## config.mk

```make
export PLATFORM = sky130hd
export DESIGN_NAME = link_deframer_heartbeat_monitor_flat
export DESIGN_NICKNAME = d
export VERILOG_FILES = /design/src/hw/rtl/ldhm_pkg.sv /design/src/hw/rtl/ldhm_if.sv /design/src/hw/rtl/link_deframer_heartbeat_monitor.sv /design/src/flat_wrapper.sv
export SDC_FILE = /design/constraint.sdc
export NUM_CORES = 1
export LEC_CHECK = 0
export ABC_AREA = 0
export BUFFER_PORTS_ARGS = -buffer_cell sky130_fd_sc_hd__buf_2
export CAP_MARGIN = 20
export CORE_ASPECT_RATIO = 0.6
export CORE_UTILIZATION = 35
export DETAILED_ROUTE_END_ITERATION = 8
export HOLD_SLACK_MARGIN = 0.08
export PLACE_DENSITY = 0.55
export SLEW_MARGIN = 40
export SYNTH_ARGS = -nofsm -noshare
export SYNTH_HDL_FRONTEND = slang
export SYNTH_SLANG_ARGS = --single-unit
```

## constraint.sdc

```tcl
create_clock -name clk -period 10.5 [get_ports clk]
set_input_delay 1.05 -clock clk [delete_from_list [all_inputs] [get_ports clk]]
set_output_delay 1.05 -clock clk [all_outputs]
set_load 0.01 [all_outputs]
```

## src/hw/rtl/ldhm_pkg.sv

```systemverilog
// Shared types and constants for the link deframer and heartbeat monitor.
// No dependencies; compiled first.
package ldhm_pkg;

    localparam int unsigned CNT_W = 24;
    localparam logic [CNT_W-1:0] CNT_MAX = {CNT_W{1'b1}};

    localparam logic [7:0] TYPE_DATA      = 8'h44;
    localparam logic [7:0] TYPE_HEARTBEAT = 8'h48;

    localparam logic [CNT_W-1:0] INTERVAL_RESET = 24'd5000;
    localparam logic [CNT_W-1:0] TIMEOUT_RESET  = 24'd15000;

    localparam int unsigned PADDR_W = 3;

    // Register index taken from the word address bit
    typedef enum logic {
        REG_INTERVAL = 1'b0,
        REG_TIMEOUT  = 1'b1
    } reg_idx_t;

    typedef enum logic [1:0] {
        MODE_BYTE       = 2'd0,
        MODE_TICK       = 2'd1,
        MODE_CONNECT    = 2'd2,
        MODE_DISCONNECT = 2'd3
    } mode_t;

    typedef enum logic [1:0] {
        PH_TYPE    = 2'd0,
        PH_LEN     = 2'd1,
        PH_PAYLOAD = 2'd2
    } phase_t;

    typedef enum logic {
        CAUSE_DISCONNECT = 1'b0,
        CAUSE_TIMEOUT    = 1'b1
    } cause_t;

    typedef struct packed {
        logic       out_valid;
        logic [7:0] out_byte;
        logic       frame_end;
        logic       heartbeat_seen;
        logic       type_error;
        logic       send_heartbeat;
        logic       link_dropped;
        logic       drop_cause;
    } result_t;

endpackage

```

## src/hw/rtl/ldhm_if.sv

```systemverilog
// Valid/ready channel interfaces for the deframer: input items and results.
// No dependencies.
interface ldhm_in_if;
    logic       valid;
    logic       ready;
    logic [1:0] mode;
    logic [7:0] rx_byte;

    modport source (output valid, output mode, output rx_byte, input ready);
    modport sink   (input valid, input mode, input rx_byte, output ready);
endinterface

interface ldhm_out_if;
    logic       valid;
    logic       ready;
    logic       out_valid;
    logic [7:0] out_byte;
    logic       frame_end;
    logic       heartbeat_seen;
    logic       type_error;
    logic       send_heartbeat;
    logic       link_dropped;
    logic       drop_cause;

    modport source (output valid, output out_valid, output out_byte, output frame_end,
                    output heartbeat_seen, output type_error, output send_heartbeat,
                    output link_dropped, output drop_cause, input ready);
    modport sink   (input valid, input out_valid, input out_byte, input frame_end,
                    input heartbeat_seen, input type_error, input send_heartbeat,
                    input link_dropped, input drop_cause, output ready);
endinterface

```

## src/hw/rtl/link_deframer_heartbeat_monitor.sv

```systemverilog
// Top level: type-length-value deframer with heartbeat supervision.
// Depends on ldhm_pkg and the channel interfaces in ldhm_if.sv.
//
//  channel   | role   | handshake    | payload
//  ----------+--------+--------------+-------------------------------------------
//  rx_item   | sink   | valid/ready  | mode, rx_byte
//  result    | source | valid/ready  | out_valid, out_byte, frame_end, ...
//  APB       | slave  | psel/penable | 24-bit interval (0x0), timeout (0x4)
//
// Each item produces exactly one result, presented in the cycle after it is accepted.
// Throughput is one item per cycle unless result stalls: the result register is
// the only stage, and a new item is taken whenever it is empty or being emptied.
// A stall on result holds the result register and back-pressures rx_item.
// Reset (rst_n, asynchronous) drops the link, clears the parser and counters
// and restores the interval to 5000 and the timeout to 15000 ticks.
// No clearing pass; the block is ready for items as soon as reset is released.
module link_deframer_heartbeat_monitor (
    input  logic                         clk,
    input  logic                         rst_n,
    ldhm_in_if.sink                      rx_item,
    ldhm_out_if.source                   result,
    input  logic                         psel,
    input  logic                         penable,
    input  logic                         pwrite,
    input  logic [ldhm_pkg::PADDR_W-1:0] paddr,
    input  logic [31:0]                  pwdata,
    output logic [31:0]                  prdata,
    output logic                         pready
);
    import ldhm_pkg::*;

    // Configuration registers
    logic [CNT_W-1:0] interval_reg;
    logic [CNT_W-1:0] timeout_reg;

    // Parser and link state
    phase_t           phase_reg, phase_next;
    logic             is_hb_reg, is_hb_next;
    logic [7:0]       len_reg, len_next;
    logic [7:0]       count_reg, count_next;
    logic             link_up_reg, link_up_next;
    logic [CNT_W-1:0] rx_cnt_reg, rx_cnt_next;
    logic [CNT_W-1:0] tx_cnt_reg, tx_cnt_next;

    // Result stage
    logic             res_valid_reg;
    result_t          res_reg, res_next;

    logic             accept;
    logic             cfg_wr;
    logic [7:0]       count_inc;
    logic [CNT_W-1:0] rx_inc;
    logic [CNT_W-1:0] tx_inc;
    mode_t            mode;
    reg_idx_t         wr_idx;

    // ---------------------------------------------------------------- APB
    assign pready = 1'b1;
    assign cfg_wr = psel && penable && pwrite;
    // Word select on address bit 2; the byte offset bits are not decoded
    assign wr_idx = reg_idx_t'(paddr[2]);

    always_ff @(posedge clk or negedge rst_n)
    begin
        if (!rst_n)
        begin
            interval_reg <= INTERVAL_RESET;
            timeout_reg  <= TIMEOUT_RESET;
        end
        else if (cfg_wr)
        begin
            unique case (wr_idx)
                REG_INTERVAL: interval_reg <= pwdata[CNT_W-1:0];
                REG_TIMEOUT:  timeout_reg  <= pwdata[CNT_W-1:0];
                default:      interval_reg <= interval_reg;
            endcase
        end
    end

    always_comb
    begin
        unique case (wr_idx)
            REG_INTERVAL: prdata = {{(32-CNT_W){1'b0}}, interval_reg};
            REG_TIMEOUT:  prdata = {{(32-CNT_W){1'b0}}, timeout_reg};
            default:      prdata = '0;
        endcase
    end

    // ---------------------------------------------------------- handshake
    // Take a new item whenever the result slot is free or being drained
    assign rx_item.ready = !res_valid_reg || result.ready;
    assign accept        = rx_item.valid && rx_item.ready;
    assign mode          = mode_t'(rx_item.mode);

    // ---------------------------------------------------- next-state logic
    assign count_inc = count_reg + 8'd1;
    // Saturating tick counters
    assign rx_inc = (rx_cnt_reg == CNT_MAX) ? CNT_MAX : rx_cnt_reg + CNT_W'(1);
    assign tx_inc = (tx_cnt_reg == CNT_MAX) ? CNT_MAX : tx_cnt_reg + CNT_W'(1);

    always_comb
    begin
        phase_next   = phase_reg;
        is_hb_next   = is_hb_reg;
        len_next     = len_reg;
        count_next   = count_reg;
        link_up_next = link_up_reg;
        rx_cnt_next  = rx_cnt_reg;
        tx_cnt_next  = tx_cnt_reg;
        res_next     = '0;

        unique case (mode)
            MODE_BYTE:
            begin
                if (link_up_reg)
                begin
                    unique case (phase_reg)
                        PH_LEN:
                        begin
                            len_next   = rx_item.rx_byte;
                            count_next = 8'd0;
                            if (rx_item.rx_byte == 8'd0)
                            begin
                                // Empty frame: a heartbeat still counts
                                if (is_hb_reg)
                                begin
                                    rx_cnt_next             = '0;
                                    res_next.heartbeat_seen = 1'b1;
                                end
                                phase_next = PH_TYPE;
                            end
                            else
                            begin
                                phase_next = PH_PAYLOAD;
                            end
                        end
                        PH_PAYLOAD:
                        begin
                            count_next = count_inc;
                            if (!is_hb_reg)
                            begin
                                res_next.out_valid = 1'b1;
                                res_next.out_byte  = rx_item.rx_byte;
                            end
                            if (count_inc >= len_reg)
                            begin
                                if (is_hb_reg)
                                begin
                                    rx_cnt_next             = '0;
                                    res_next.heartbeat_seen = 1'b1;
                                end
                                else
                                begin
                                    res_next.frame_end = 1'b1;
                                end
                                phase_next = PH_TYPE;
                            end
                        end
                        default:
                        begin
                            // Waiting for type; the unused phase code lands here too
                            if (rx_item.rx_byte == TYPE_DATA ||
                                rx_item.rx_byte == TYPE_HEARTBEAT)
                            begin
                                is_hb_next = (rx_item.rx_byte == TYPE_HEARTBEAT);
                                phase_next = PH_LEN;
                            end
                            else
                            begin
                                phase_next          = PH_TYPE;
                                res_next.type_error = 1'b1;
                            end
                        end
                    endcase
                end
            end
            MODE_TICK:
            begin
                if (link_up_reg)
                begin
                    rx_cnt_next = rx_inc;
                    tx_cnt_next = tx_inc;
                    // Timeout wins over a heartbeat request on the same tick
                    if (rx_inc > timeout_reg)
                    begin
                        link_up_next          = 1'b0;
                        phase_next            = PH_TYPE;
                        is_hb_next            = 1'b0;
                        len_next              = 8'd0;
                        count_next            = 8'd0;
                        res_next.link_dropped = 1'b1;
                        res_next.drop_cause   = CAUSE_TIMEOUT;
                    end
                    else if (tx_inc >= interval_reg)
                    begin
                        tx_cnt_next             = '0;
                        res_next.send_heartbeat = 1'b1;
                    end
                end
            end
            MODE_CONNECT:
            begin
                // A second connect while up is rejected
                if (!link_up_reg)
                begin
                    link_up_next = 1'b1;
                    rx_cnt_next  = '0;
                    tx_cnt_next  = '0;
                    phase_next   = PH_TYPE;
                    is_hb_next   = 1'b0;
                    len_next     = 8'd0;
                    count_next   = 8'd0;
                end
            end
            default:
            begin
                // Disconnect
                if (link_up_reg)
                begin
                    link_up_next          = 1'b0;
                    phase_next            = PH_TYPE;
                    is_hb_next            = 1'b0;
                    len_next              = 8'd0;
                    count_next            = 8'd0;
                    res_next.link_dropped = 1'b1;
                    res_next.drop_cause   = CAUSE_DISCONNECT;
                end
            end
        endcase
    end

    // ------------------------------------------------------------ registers
    always_ff @(posedge clk or negedge rst_n)
    begin
        if (!rst_n)
        begin
            phase_reg   <= PH_TYPE;
            is_hb_reg   <= 1'b0;
            len_reg     <= 8'd0;
            count_reg   <= 8'd0;
            link_up_reg <= 1'b0;
            rx_cnt_reg  <= '0;
            tx_cnt_reg  <= '0;
        end
        else if (accept)
        begin
            phase_reg   <= phase_next;
            is_hb_reg   <= is_hb_next;
            len_reg     <= len_next;
            count_reg   <= count_next;
            link_up_reg <= link_up_next;
            rx_cnt_reg  <= rx_cnt_next;
            tx_cnt_reg  <= tx_cnt_next;
        end
    end

    always_ff @(posedge clk or negedge rst_n)
    begin
        if (!rst_n)
        begin
            res_valid_reg <= 1'b0;
        end
        else if (rx_item.ready)
        begin
            res_valid_reg <= accept;
        end
    end

    // Payload holds while the result waits
    always_ff @(posedge clk)
    begin
        if (accept)
        begin
            res_reg <= res_next;
        end
    end

    assign result.valid          = res_valid_reg;
    assign result.out_valid      = res_reg.out_valid;
    assign result.out_byte       = res_reg.out_byte;
    assign result.frame_end      = res_reg.frame_end;
    assign result.heartbeat_seen = res_reg.heartbeat_seen;
    assign result.type_error     = res_reg.type_error;
    assign result.send_heartbeat = res_reg.send_heartbeat;
    assign result.link_dropped   = res_reg.link_dropped;
    assign result.drop_cause     = res_reg.drop_cause;

    // ----------------------------------------------------------- assertions
    // A pending drop result always sees the link down and the parser idle
    assert property (@(posedge clk) disable iff (!rst_n)
        res_valid_reg && res_reg.link_dropped |-> !link_up_reg && phase_reg == PH_TYPE)
    else $error("drop result without link down and parser cleared");

    // A heartbeat request restarts the transmit counter
    assert property (@(posedge clk) disable iff (!rst_n)
        res_valid_reg && res_reg.send_heartbeat |-> tx_cnt_reg == '0)
    else $error("heartbeat requested but transmit counter not cleared");

    // A received heartbeat restarts the silence counter
    assert property (@(posedge clk) disable iff (!rst_n)
        res_valid_reg && res_reg.heartbeat_seen |-> rx_cnt_reg == '0)
    else $error("heartbeat seen but silence counter not cleared");

    // Frame end only ever rides on a data byte, after which the parser waits for type
    assert property (@(posedge clk) disable iff (!rst_n)
        res_valid_reg && res_reg.frame_end |-> res_reg.out_valid && phase_reg == PH_TYPE)
    else $error("frame end without payload byte or parser not back at type");

endmodule
```

## src/flat_wrapper.sv

```systemverilog
// flat-port wrapper written by rule: the top's interface ports become plain ports
module link_deframer_heartbeat_monitor_flat import ldhm_pkg::*;
  (clk, rst_n, psel, penable, pwrite, paddr, pwdata, prdata, pready, rx_item_valid, rx_item_mode, rx_item_rx_byte, rx_item_ready, result_valid, result_out_valid, result_out_byte, result_frame_end, result_heartbeat_seen, result_type_error, result_send_heartbeat, result_link_dropped, result_drop_cause, result_ready);
  ldhm_in_if rx_item_i ();
  ldhm_out_if result_i ();
  input  logic clk;
  input  logic rst_n;
  input  logic psel;
  input  logic penable;
  input  logic pwrite;
  input  logic [ldhm_pkg::PADDR_W-1:0] paddr;
  input  logic [31:0] pwdata;
  output logic [31:0] prdata;
  output logic pready;
  input wire logic [$bits(rx_item_i.valid)-1:0] rx_item_valid;
  input wire logic [$bits(rx_item_i.mode)-1:0] rx_item_mode;
  input wire logic [$bits(rx_item_i.rx_byte)-1:0] rx_item_rx_byte;
  output wire logic [$bits(rx_item_i.ready)-1:0] rx_item_ready;
  output wire logic [$bits(result_i.valid)-1:0] result_valid;
  output wire logic [$bits(result_i.out_valid)-1:0] result_out_valid;
  output wire logic [$bits(result_i.out_byte)-1:0] result_out_byte;
  output wire logic [$bits(result_i.frame_end)-1:0] result_frame_end;
  output wire logic [$bits(result_i.heartbeat_seen)-1:0] result_heartbeat_seen;
  output wire logic [$bits(result_i.type_error)-1:0] result_type_error;
  output wire logic [$bits(result_i.send_heartbeat)-1:0] result_send_heartbeat;
  output wire logic [$bits(result_i.link_dropped)-1:0] result_link_dropped;
  output wire logic [$bits(result_i.drop_cause)-1:0] result_drop_cause;
  input wire logic [$bits(result_i.ready)-1:0] result_ready;
  assign rx_item_i.valid = rx_item_valid;
  assign rx_item_i.mode = rx_item_mode;
  assign rx_item_i.rx_byte = rx_item_rx_byte;
  assign rx_item_ready = rx_item_i.ready;
  assign result_valid = result_i.valid;
  assign result_out_valid = result_i.out_valid;
  assign result_out_byte = result_i.out_byte;
  assign result_frame_end = result_i.frame_end;
  assign result_heartbeat_seen = result_i.heartbeat_seen;
  assign result_type_error = result_i.type_error;
  assign result_send_heartbeat = result_i.send_heartbeat;
  assign result_link_dropped = result_i.link_dropped;
  assign result_drop_cause = result_i.drop_cause;
  assign result_i.ready = result_ready;
  link_deframer_heartbeat_monitor u_core (.clk(clk), .rst_n(rst_n), .rx_item(rx_item_i), .result(result_i), .psel(psel), .penable(penable), .pwrite(pwrite), .paddr(paddr), .pwdata(pwdata), .prdata(prdata), .pready(pready));
endmodule
```

# Yosys cells after proc, flatten, opt, wreduce, memory -nomap -nowiden
# Index checks and enable logic that the tools add are counted.
# Widths: inputs -> output; s select.
# word_totals
out_inout_bits	50
reg_bits	132
in_bits	52
wordCells	133
# op_classes
add_sub_neg	3
n_lt_le_gt_ge	3
n_eq_ne	18
n_reduce_logical	28
bitwise	5
n_mux	58
# op_table
operator	count
$mux 24	11
$pmux 24 s2	2
$pmux 24 s3	1
$pmux 32 s2	1
$mux 8	7
$add 24x1->24 const B	2
$eq 24x24->1 const B	2
$pmux 8 s3	2
$ge 24x24->1	1
$gt 24x24->1	1
$reduce_and 7->1	3
$mux 2	10
$eq 8x7->1 const B	2
$mux 1	16
$pmux 8 s2	1
$reduce_and 8->1	2
$mux 9	1
$add 8x1->8 const B	1
$ge 8x8->1	1
$logic_not 8->1	1
$ne 2x1->1 const B	4
$pmux 2 s2	2
$reduce_and 2->1	4
$reduce_and 4->1	2
other kinds (19)	35

# Longest topological paths before layout
# Gate-level depths: netlist of the first run.
# logic_depth
ltp_word	7
ltp_mapped	19
depth_no_buf	15

# Least setup slack after synthesis of the first run
# No wires, ideal clock.
# synth_path
kind	register to register
startpoint	register u_core.rx_cnt_reg[0]
endpoint	register u_core.count_reg[0]
setup_slack_ns	6.436
synth_period_minus_slack_ns	4.064
path_buffers	4
arrival_time_ns	3.939
path_stages_with_launch	18
setup_ns	0.125
required_time_ns	10.375
cell_sequence	dfrtp_1 ha_1 and4_1 nand3_1 or4_1 clkbuf_2 buf_2 buf_2 nand2_1 ha_1 a211oi_1 nor2_1 o311ai_1 a31o_2 a2bb2oi_1 nor2b_1 buf_4 mux2_2
# synth_via
elab_chain_len	5
word_cells_on_any_way	6
cone_classes	1 x add/sub; 1 x order compare; 2 x eq/ne; 1 x mux; 1 x reduce/logical
# synth_lines
item	line	text
from (decl)	link_deframer_heartbeat_monitor.sv:42	logic [CNT_W-1:0] rx_cnt_reg, rx_cnt_next;
from (signal assigned)	link_deframer_heartbeat_monitor.sv:252	rx_cnt_reg <= rx_cnt_next;
$add 24x1->24 or $eq 24x24->1 (tied branches)	link_deframer_heartbeat_monitor.sv:98	assign rx_inc = (rx_cnt_reg == CNT_MAX) ? CNT_MAX : rx_cnt_reg + CNT_W'(1);
$mux 24 (*)	link_deframer_heartbeat_monitor.sv:98	
$gt 24x24->1 (*)	link_deframer_heartbeat_monitor.sv:184	if (rx_inc > timeout_reg)
$ne 2x1->1 (no line) (*)	-	
$reduce_and 7->1 (no line) (*)	-	
to (signal assigned)	link_deframer_heartbeat_monitor.sv:250	count_reg <= count_next;
to (decl)	link_deframer_heartbeat_monitor.sv:40	logic [7:0] count_reg, count_next;
# Every way passes the cells marked *; elsewhere a longest branch is shown, timed or not.
# A chain may end at the register's enable or synchronous reset.

# Worst setup path in the final report of the first run
# Same ends and word-level chain as after synthesis.

==> run metrics, run 1 <==
outcome=finished, final reports clean; # Post-CTS Setup Buffers=0; Mapped Cells=965; min Tclk post-route=5.478 ns; DR WL/cell=16.40 µm; Starting Density=35.77%; power per cell area=163.9 mW/mm²; syn_area_per_cell=9.000 µm²; Area contributors post-synth=dfrtp_1 (30%), ha_1 (9.7%), mux2_2 (6.9%), nand2_1 (5.2%), edfxtp_1 (5.2%); antenna-violating nets left=0; Peak Freq=182.6 MHz; cell row count=44; async set-reset flop share out of synthesis=88.64%; Clock Latency Late Sink=0.45 ns; Post-Layout Inst Area=0.009973 mm²; nets=1144; Worst EP required=10.83 ns; count leader, synth=nand2_1; routed vias=6998; H-tree level count=4; number of port buffers=82; grt total ovfl=0; Critical Path AT=5.81 ns; crit start category=flop; Setup TNS Final=0 ns; layout cells sized above 1=19.65%; R2R depth=14; Via density=5.146; combinational power share=20.5%; clk buf depth=2; dpl hpwl=16.20 mm; # DRC=0; # fillers=2419; Die Wd=205.4 µm; Slew Viols, Final=0; cell area after synthesis=0.008685 mm²; DR iter-0 viols=486; die height=124.0 µm; Root Driver=clkbuf_16; slew margin rel.=52.06%; vias in the first global route=6385; Final Wtd Congestion=0.7993; Setup-failing EPs final=0; Setup CP Type=flop to flop; CP Launch Point=u_core.rx_cnt_reg[0]; first-pass GRT wire length=35.55 mm; top post-synthesis cells by count=nand2_1 (121), dfrtp_1 (105), inv_1 (92); Sink Count=132; Net Sw Frac=30.00%; n_diodes=0; Post-synth top flop=dfrtp_1; Leak Pwr=4.800 nW; post-synth top area share=30.26%; die area=0.02547 mm²; GRT Total Usage=18.48%; # resized after CTS=0; Yosys warning count=0; maximum VDD drop=0.09148 mV; hold buffer count at CTS=0; Clk pin slew, worst setup/hold paths=0.06 ns; io pins=102; Cell Area, Placed=0.009316 mm²; crit end category=flop; Final Hold Fails=0; Yosys top cell by area=dfrtp_1; setup slack after layout=5.022 ns; HP Class=flop to flop; Critical Path Fanout Max=25; switching pwr=0.4905 mW; Core ar.=0.02428 mm²; Clk pwr share=40.6%; RSZ-0062 raised after global routing=no; share of power burned in registers=38.9%; number of synthesized flops with an enable pin=15; largest net degree at the start of global routing=74; internal power=1.145 mW; CTS tree=yes; worst clock skew=0.01580 ns; hold path start=u_core.interval_reg[5]; synth unique cells=64; synthesis-stage register bit count=132; TritonCTS buffer count=17; WHS=0.5035 ns; worst slew pin tran=0.7191 ns; drt total wl=22.30 mm; Final Cycle Share=52.17%; drt pass-1 iters=5; total of max-cap violations=0; initial antenna violation count=0; sequential area share after synthesis=39.07%; Worst Hold Depth=1; post-route total power=1.635 mW; Crit Reg-Reg Startpoint=u_core.rx_cnt_reg[0]; setup slack at placement=5.158 ns; P&R area growth vs syn=14.84%
cells in the final DEF (no fill, tap or decap), types with 3 or more instances in the layout:
cell type / netlist / final
nor4_1: 5 / 5
nor2_1: 30 / 30
nand3_1: 65 / 65
xor2_1: 13 / 13
dfstp_2: 12 / 12
nand2_1: 121 / 121
and3_1: 12 / 12
or3_1: 4 / 3
nand4_1: 19 / 19
a22o_1: 9 / 9
mux2i_1: 9 / 9
dfrtp_1: 105 / 105
bufinv_16: 0 / 3
o21ai_0: 76 / 76
buf_4: 13 / 8
and4_1: 8 / 8
a21o_1: 12 / 12
inv_1: 92 / 92
xnor2_1: 22 / 22
edfxtp_1: 15 / 15
nand2b_1: 10 / 9
a22oi_1: 6 / 6
mux2_2: 53 / 53
o21a_1: 3 / 3
nor3_1: 12 / 11
clkinvlp_4: 0 / 4
and2_1: 11 / 11
buf_2: 16 / 81
ha_1: 67 / 66
clkbuf_16: 0 / 19
conb_1: 2 / 9
a21oi_1: 56 / 56
a31oi_1: 12 / 12
o211ai_1: 5 / 5
a211oi_1: 5 / 5
stage by stage:
step	std cells	utilization, %
after floorplan	972	-
final	1360	41.08
after detailed placement	1327	38.37
after global routing	1360	41.08
after CTS	1359	41.05
after global placement	1327	38.27
power by group through the flow:
stage                     combinational, mW  sequential (mW)  clock, mW
after floorplan                       0.235            0.630          0
after global placement                0.330            0.642          0
after detailed placement              0.334            0.644          0
after CTS                             0.337            0.636      0.676
after global routing                  0.380            0.647      0.695
final                                 0.335            0.636      0.664
critical path, cell delays in order, from the launching register on:
cell and delay, ns:
dfrtp_1 0.41, ha_1 0.31, and4_1 0.35, nand3_1 0.28
or4_1 0.89, buf_4 0.35, nand2_1 0.09, ha_1 0.16
nand4_1 0.18, nor4_1 0.65, o311ai_1 0.25, a31o_2 0.37
a2bb2oi_1 0.19, nor2b_2 0.47, mux2_2 0.39
layer usage:
| metal | GRT usage [%] | wire [µm] |
|---|---|---|
| met2 | 23.10 | 8071 |
| met5 | 0 | 0 |
| met3 | 4.082 | 1070 |
| met1 | 29.97 | 12920 |
| met4 | 5.602 | 238 |
final cells by class:
class	instances	area [µm²]	area share, %
multi-input combinational	692	4706	47.18
inverter	92	345.3	3.463
sequential	132	3393	34.02
clock inverter	10	142.6	1.430
tap	322	402.9	4.040
clock buffer	22	506.7	5.081
timing repair buffer	90	476.7	4.780
logic make-up (layout without fill, tap and decap cells):
logic type,after synthesis,after routing,synth area share [%]
xor+xnor,35,35,3.530
flops,132,132,39.07
simple gates,313,313,18.05
buf+inv,148,214,7.290
fa+ha+maj,67,67,9.653
other cells,2,9,0.08648
mux,62,62,7.910
compound gates,206,206,14.41
final timing paths:
path	endpoint	slack, ns
max in group asynchronous	u_core.interval_reg[5]	8.76
max	u_core.count_reg[0]	5.02
min in group asynchronous	u_core.interval_reg[13]	0.62
max reg2reg	u_core.count_reg[0]	5.02
min reg2reg	u_core.interval_reg[5]	0.50
min	u_core.interval_reg[5]	0.50
No activity file was read; power rests on OpenSTA's default activity.
==> run 2: changes to the inputs <==
==> constraint.sdc (replaced) <==
create_clock -name clk -period 5.3 [get_ports clk]
set_input_delay 0.53 -clock clk [delete_from_list [all_inputs] [get_ports clk]]
set_output_delay 0.53 -clock clk [all_outputs]
set_load 0.01 [all_outputs]
==> run 2 against run 1 <==
Effect of this change:
- critical path type unchanged
- die area unchanged
- critical path depth up 2
- design area up 0.45%
- via count up 0.20%
==> run metrics, run 2 (synthesized netlist as in run 1, its figures left out) <==
Setup CP Type=flop to flop; # resized after CTS=0; setup slack at placement=0.6372 ns; number of port buffers=82; worst clock skew=0.006295 ns; r2r endpoint=u_core.count_reg[4]; Starting Density=35.77%; crit start category=flop; Setup TNS Final=0 ns; DR WL/cell=16.10 µm; dpl cells=1341; Hold Path Sink=u_core.result.valid; initial antenna violation count=0; Setup-failing EPs final=0; Critical Path Fanout Max=16; antenna-violating nets left=0; CTS tree=yes; first-pass GRT wire length=35.12 mm; Storage cell area=0.003393 mm²; worst slew pin tran=0.6108 ns; hold buffer count at CTS=1; maximum VDD drop=0.2256 mV; Die Wd=205.4 µm; Crit Reg-Reg Startpoint=u_core.rx_cnt_reg[0]; Worst Hold Depth=2; HP Class=primary input to flop; dpl hpwl=16.45 mm; slew margin rel.=58.91%; Worst EP required=5.65 ns; drt pass-1 iters=5; TritonCTS buffer count=17; Leak Pwr=4.846 nW; # Post-CTS Setup Buffers=0; power per cell area=308.8 mW/mm²; area of the multi-input gates=0.004695 mm²; die height=124.0 µm; Via density=5.100; # fillers=2414; min Tclk post-route=4.716 ns; cell row count=44; Peak Freq=212.0 MHz; outcome=finished, final reports clean; R2R depth=16; drt total wl=22.13 mm; GRT Total Usage=18.22%; die area=0.02547 mm²; n_diodes=0; largest net degree at the start of global routing=55; # DRC=0; vias in the first global route=6269; most frequent cells in the layout=nand2_1 (121), dfrtp_1 (105), inv_1 (92); grt total ovfl=0; setup slack, reg-to-reg=0.58 ns; setup slack after layout=0.5836 ns; Sink Count=132; Slew Viols, Final=0; Root Driver=clkbuf_16; Final Cycle Share=88.99%; io pins=102; Clk pin slew, worst setup/hold paths=0.06 ns; clk buf depth=2; hold path start=rx_item_valid; crit end category=flop; P&R area growth vs syn=15.36%; layout cells sized above 1=20.13%; H-tree level count=4; Critical Path AT=5.07 ns; Final Hold Fails=0; commonest non-fill, non-tap cell in the layout=nand2_1; Finished Layout Cells=1375; Final Wtd Congestion=0.8243; DR iter-0 viols=611; total of max-cap violations=0; post-route total power=3.094 mW; RSZ-0062 raised after global routing=no; routed vias=7012; Core ar.=0.02428 mm²; Clock Latency Late Sink=0.43 ns; nets=1159
==> run 2: worst max path at each step <==
stage | startpoint | endpoint | slack (ns) | cells after the start
after global placement | u_core.rx_cnt_reg[0] | u_core.phase_reg[1] | 0.71 | 15
after detailed placement | u_core.rx_cnt_reg[0] | u_core.count_reg[6] | 0.64 | 16
after global routing | u_core.rx_cnt_reg[0] | u_core.count_reg[3] | 0.24 | 16
after CTS | u_core.rx_cnt_reg[0] | u_core.count_reg[4] | 0.61 | 16
after floorplan | u_core.rx_cnt_reg[0] | u_core.count_reg[0] | 1.24 | 17
final | u_core.rx_cnt_reg[0] | u_core.count_reg[4] | 0.58 | 16
==> run 2: per-layer routing <==
metal	vias up	share of wire (%)	GRT usage, %
li1	3532	-	-
met1	3315	59	30.40
met2	142	35	21.92
met3	23	4.3	4.003
met4	0	1.2	5.000
met5	-	0	0
==> run 2: area by class of cell <==
cell class | instances | area share [%]
Multi-Input combinational cell | 692 | 46.86
Tap cell | 322 | 4.021
Clock inverter | 13 | 1.336
Inverter | 92 | 3.447
Clock buffer | 19 | 4.321
Sequential cell | 132 | 33.87
Timing Repair Buffer | 105 | 6.145
==> run 2: power by group <==
group          internal, mW  total, mW  switching, mW
Clock                 0.691       1.17          0.477
Sequential             1.17       1.26         0.0916
Combinational         0.278      0.665          0.387
Total                  2.14       3.09          0.956
==> run 2: stage by stage <==
| step | util [%] | hold slack [ns] | instance area [µm²] |
|---|---|---|---|
| 3_3_place_gp | 38.75 | 0.4874 | 9409 |
| 6_report | 41.26 | 0.2998 | 10020 |
| 5_1_grt | 41.26 | 0.3034 | 10020 |
| 4_1_cts | 41.17 | 0.2837 | 9996 |
| 2_1_floorplan | - | 0.2344 | 8711 |
| 3_5_place_dp | 38.80 | 0.4821 | 9419 |
==> run 2: critical path, stage by stage (launching register included) <==
cell and delay [ns]:
dfrtp_1 0.41, ha_1 0.29, and4_1 0.33, nand3_1 0.24, or4_1 0.70, buf_4 0.26
nand2_1 0.08, ha_1 0.16, nand4_1 0.22, nor4_1 0.41, buf_4 0.19, o311ai_1 0.11
a31o_2 0.34, a2bb2oi_1 0.18, nor2b_1 0.26, buf_4 0.24, mux2i_1 0.21
==> run 3: changes to the inputs <==
==> constraint.sdc (replaced) <==
create_clock -name clk -period 5.3 [get_ports clk]
set_input_delay 0.265 -clock clk [delete_from_list [all_inputs] [get_ports clk]]
set_output_delay 0.265 -clock clk [all_outputs]
set_load 0.01 [all_outputs]
==> run 3 against run 2 <==
Effect of this change:
- fmax is 0.98% lower
- sequential power barely moved
- combinational power up 2%
- flip-flop and latch count unchanged
==> run metrics, run 3 (synthesized netlist as in run 1, its figures left out) <==
met3 WL=933 µm; grt total ovfl=0; cell mode on critical path=buf_4; power per cell area=302.7 mW/mm²; Core ar.=0.02428 mm²; dpl hpwl=16.53 mm; first-pass GRT wire length=36.07 mm; share of power burned in registers=40.7%; met1 wire length=13.23 mm; met2 WL post-DR=8.279 mm; RSZ-0062 raised after global routing=no; io pins=102; Sink Count=132; n_diodes=0; # resized after CTS=0; switching pwr=0.9447 mW; die height=124.0 µm; top routing layer in use=met4; post-route total power=3.099 mW; Setup CP Type=flop to flop; crit start category=flop; cell row count=44; DR WL/cell=16.16 µm; Clk pin slew, worst setup/hold paths=0.06 ns; worst slew pin tran=0.7118 ns; # DRC=0; number of port buffers=82; combinational power share=21.9%; Starting Density=35.77%; antenna-violating nets left=0; most frequent cells in the layout=nand2_1 (121), dfrtp_1 (105), inv_1 (92); layout cells sized above 1=19.44%; hold buffer count at CTS=24; CP cell instances=ha_1 -> and4_1 -> nand3_1 -> or4_1 -> buf_4 -> nand2_1 -> ha_1 -> nand4_1 -> nor4_1 -> buf_4 -> o311ai_1 -> a31o_2 -> a2bb2oi_1 -> nor2b_1 -> buf_4 -> mux2i_1; DR iter-0 viols=576; initial antenna violation count=0; Cell Area, Placed=0.009415 mm²; setup slack, reg-to-reg=0.54 ns; slew margin rel.=52.55%; internal power=2.154 mW; crit end category=flop; min Tclk post-route=4.763 ns; Peak Freq=210.0 MHz; worst clock skew=0.009350 ns; Worst EP required=5.65 ns; CTS tree=yes; total of max-cap violations=0; largest net degree at the start of global routing=72; # Post-CTS Setup Buffers=0; routed vias=7115; Final Hold Fails=0; HP Class=primary input to flop; H-tree level count=4; drt pass-1 iters=5; vias in the first global route=6471; CP max stage cell=or4_1; Setup-failing EPs final=0; clk buf depth=2; Worst Path Buf+Inv=3; P&R area growth vs syn=17.88%; Top delay family on crit path=simple AND/OR/NAND/NOR gates; Die Wd=205.4 µm; GRT Total Usage=18.74%; Leak Pwr=4.930 nW; Setup TNS Final=0 ns; Root Driver=clkbuf_16; TritonCTS buffer count=17; nets=1181; Post-Layout Inst Area=0.01024 mm²; Final Wtd Congestion=0.8390; drt total wl=22.57 mm; commonest non-fill, non-tap cell in the layout=nand2_1; CP max stage delay=0.72 ns; outcome=finished, final reports clean; Clock Latency Late Sink=0.44 ns; Clk pwr share=37.4%; Net Sw Frac=30.49%; Slew Viols, Final=0; Final Cycle Share=89.87%; maximum VDD drop=0.1623 mV; die area=0.02547 mm²; Critical Path Fanout Max=16; Via density=5.093; Critical Path AT=5.12 ns
[run 3: cell types whose count changed in the layout (fill, tap and decap cells not counted), moves of 2 or more]
| cell | delta |
|---|---|
| clkbuf_8 | +2 |
| clkbuf_1 | +2 |
| buf_4 | -2 |
| dlygate4sd3_1 | +24 |
| inv_6 | -2 |
[run 3: metrics by stage]
step           cells  worst slack (ns)  utilization (%)  hold slack [ns]
2_1_floorplan    972             1.236                -         -0.03059
3_5_place_dp    1340            0.6032            38.78           0.3379
4_1_cts         1396            0.5788            42.12          0.08244
5_1_grt         1397            0.2400            42.17          0.09295
3_3_place_gp    1340            0.6859            38.72           0.4690
6_report        1397            0.5370            42.17           0.1069
[run 3: tightest hold or removal path, delay by kind of cell]
family	cells	cell delay (ns)
AO/OA/AOI/OAI	1	0.07
buffers and inverters	1	0.10
AND/OR/NAND/NOR	1	0.07
[run 3: final timing paths]
check,cells past startpoint,endpoint,from
min reg2reg,1,u_core.interval_reg[23],u_core.interval_reg[23]
max,16,u_core.count_reg[6],u_core.rx_cnt_reg[0]
max reg2reg,16,u_core.count_reg[6],u_core.rx_cnt_reg[0]
max in group asynchronous,3,u_core.timeout_reg[2],rst_n
min,3,u_core.len_reg[0],rx_item_rx_byte[0]
min in group asynchronous,2,u_core.interval_reg[13],rst_n
[run 3: area by class of cell]
type | instances | area [µm²]
clock buffer | 24 | 493.0
clock inverter | 8 | 76.32
fill | 2397 | 14040
inverter | 92 | 345.3
multi-input combinational | 692 | 4695
sequential | 132 | 3393
tap | 322 | 402.9
timing repair buffer | 127 | 832.0
[run 3: power by group through the flow]
stage	Combinational [mW]	Clock, mW	Sequential, mW
after floorplan	0.466	0	1.25
after global placement	0.657	0	1.27
after detailed placement	0.667	0	1.28
after CTS	0.685	1.19	1.26
after global routing	0.772	1.24	1.28
final	0.677	1.16	1.26
[run 3: metal layers]
metal  up-vias  GRT usage [%]
li1       3570              -
met1      3381          30.68
met3        13          4.814
met2       151          23.71
met5         -              0
met4         0          3.056
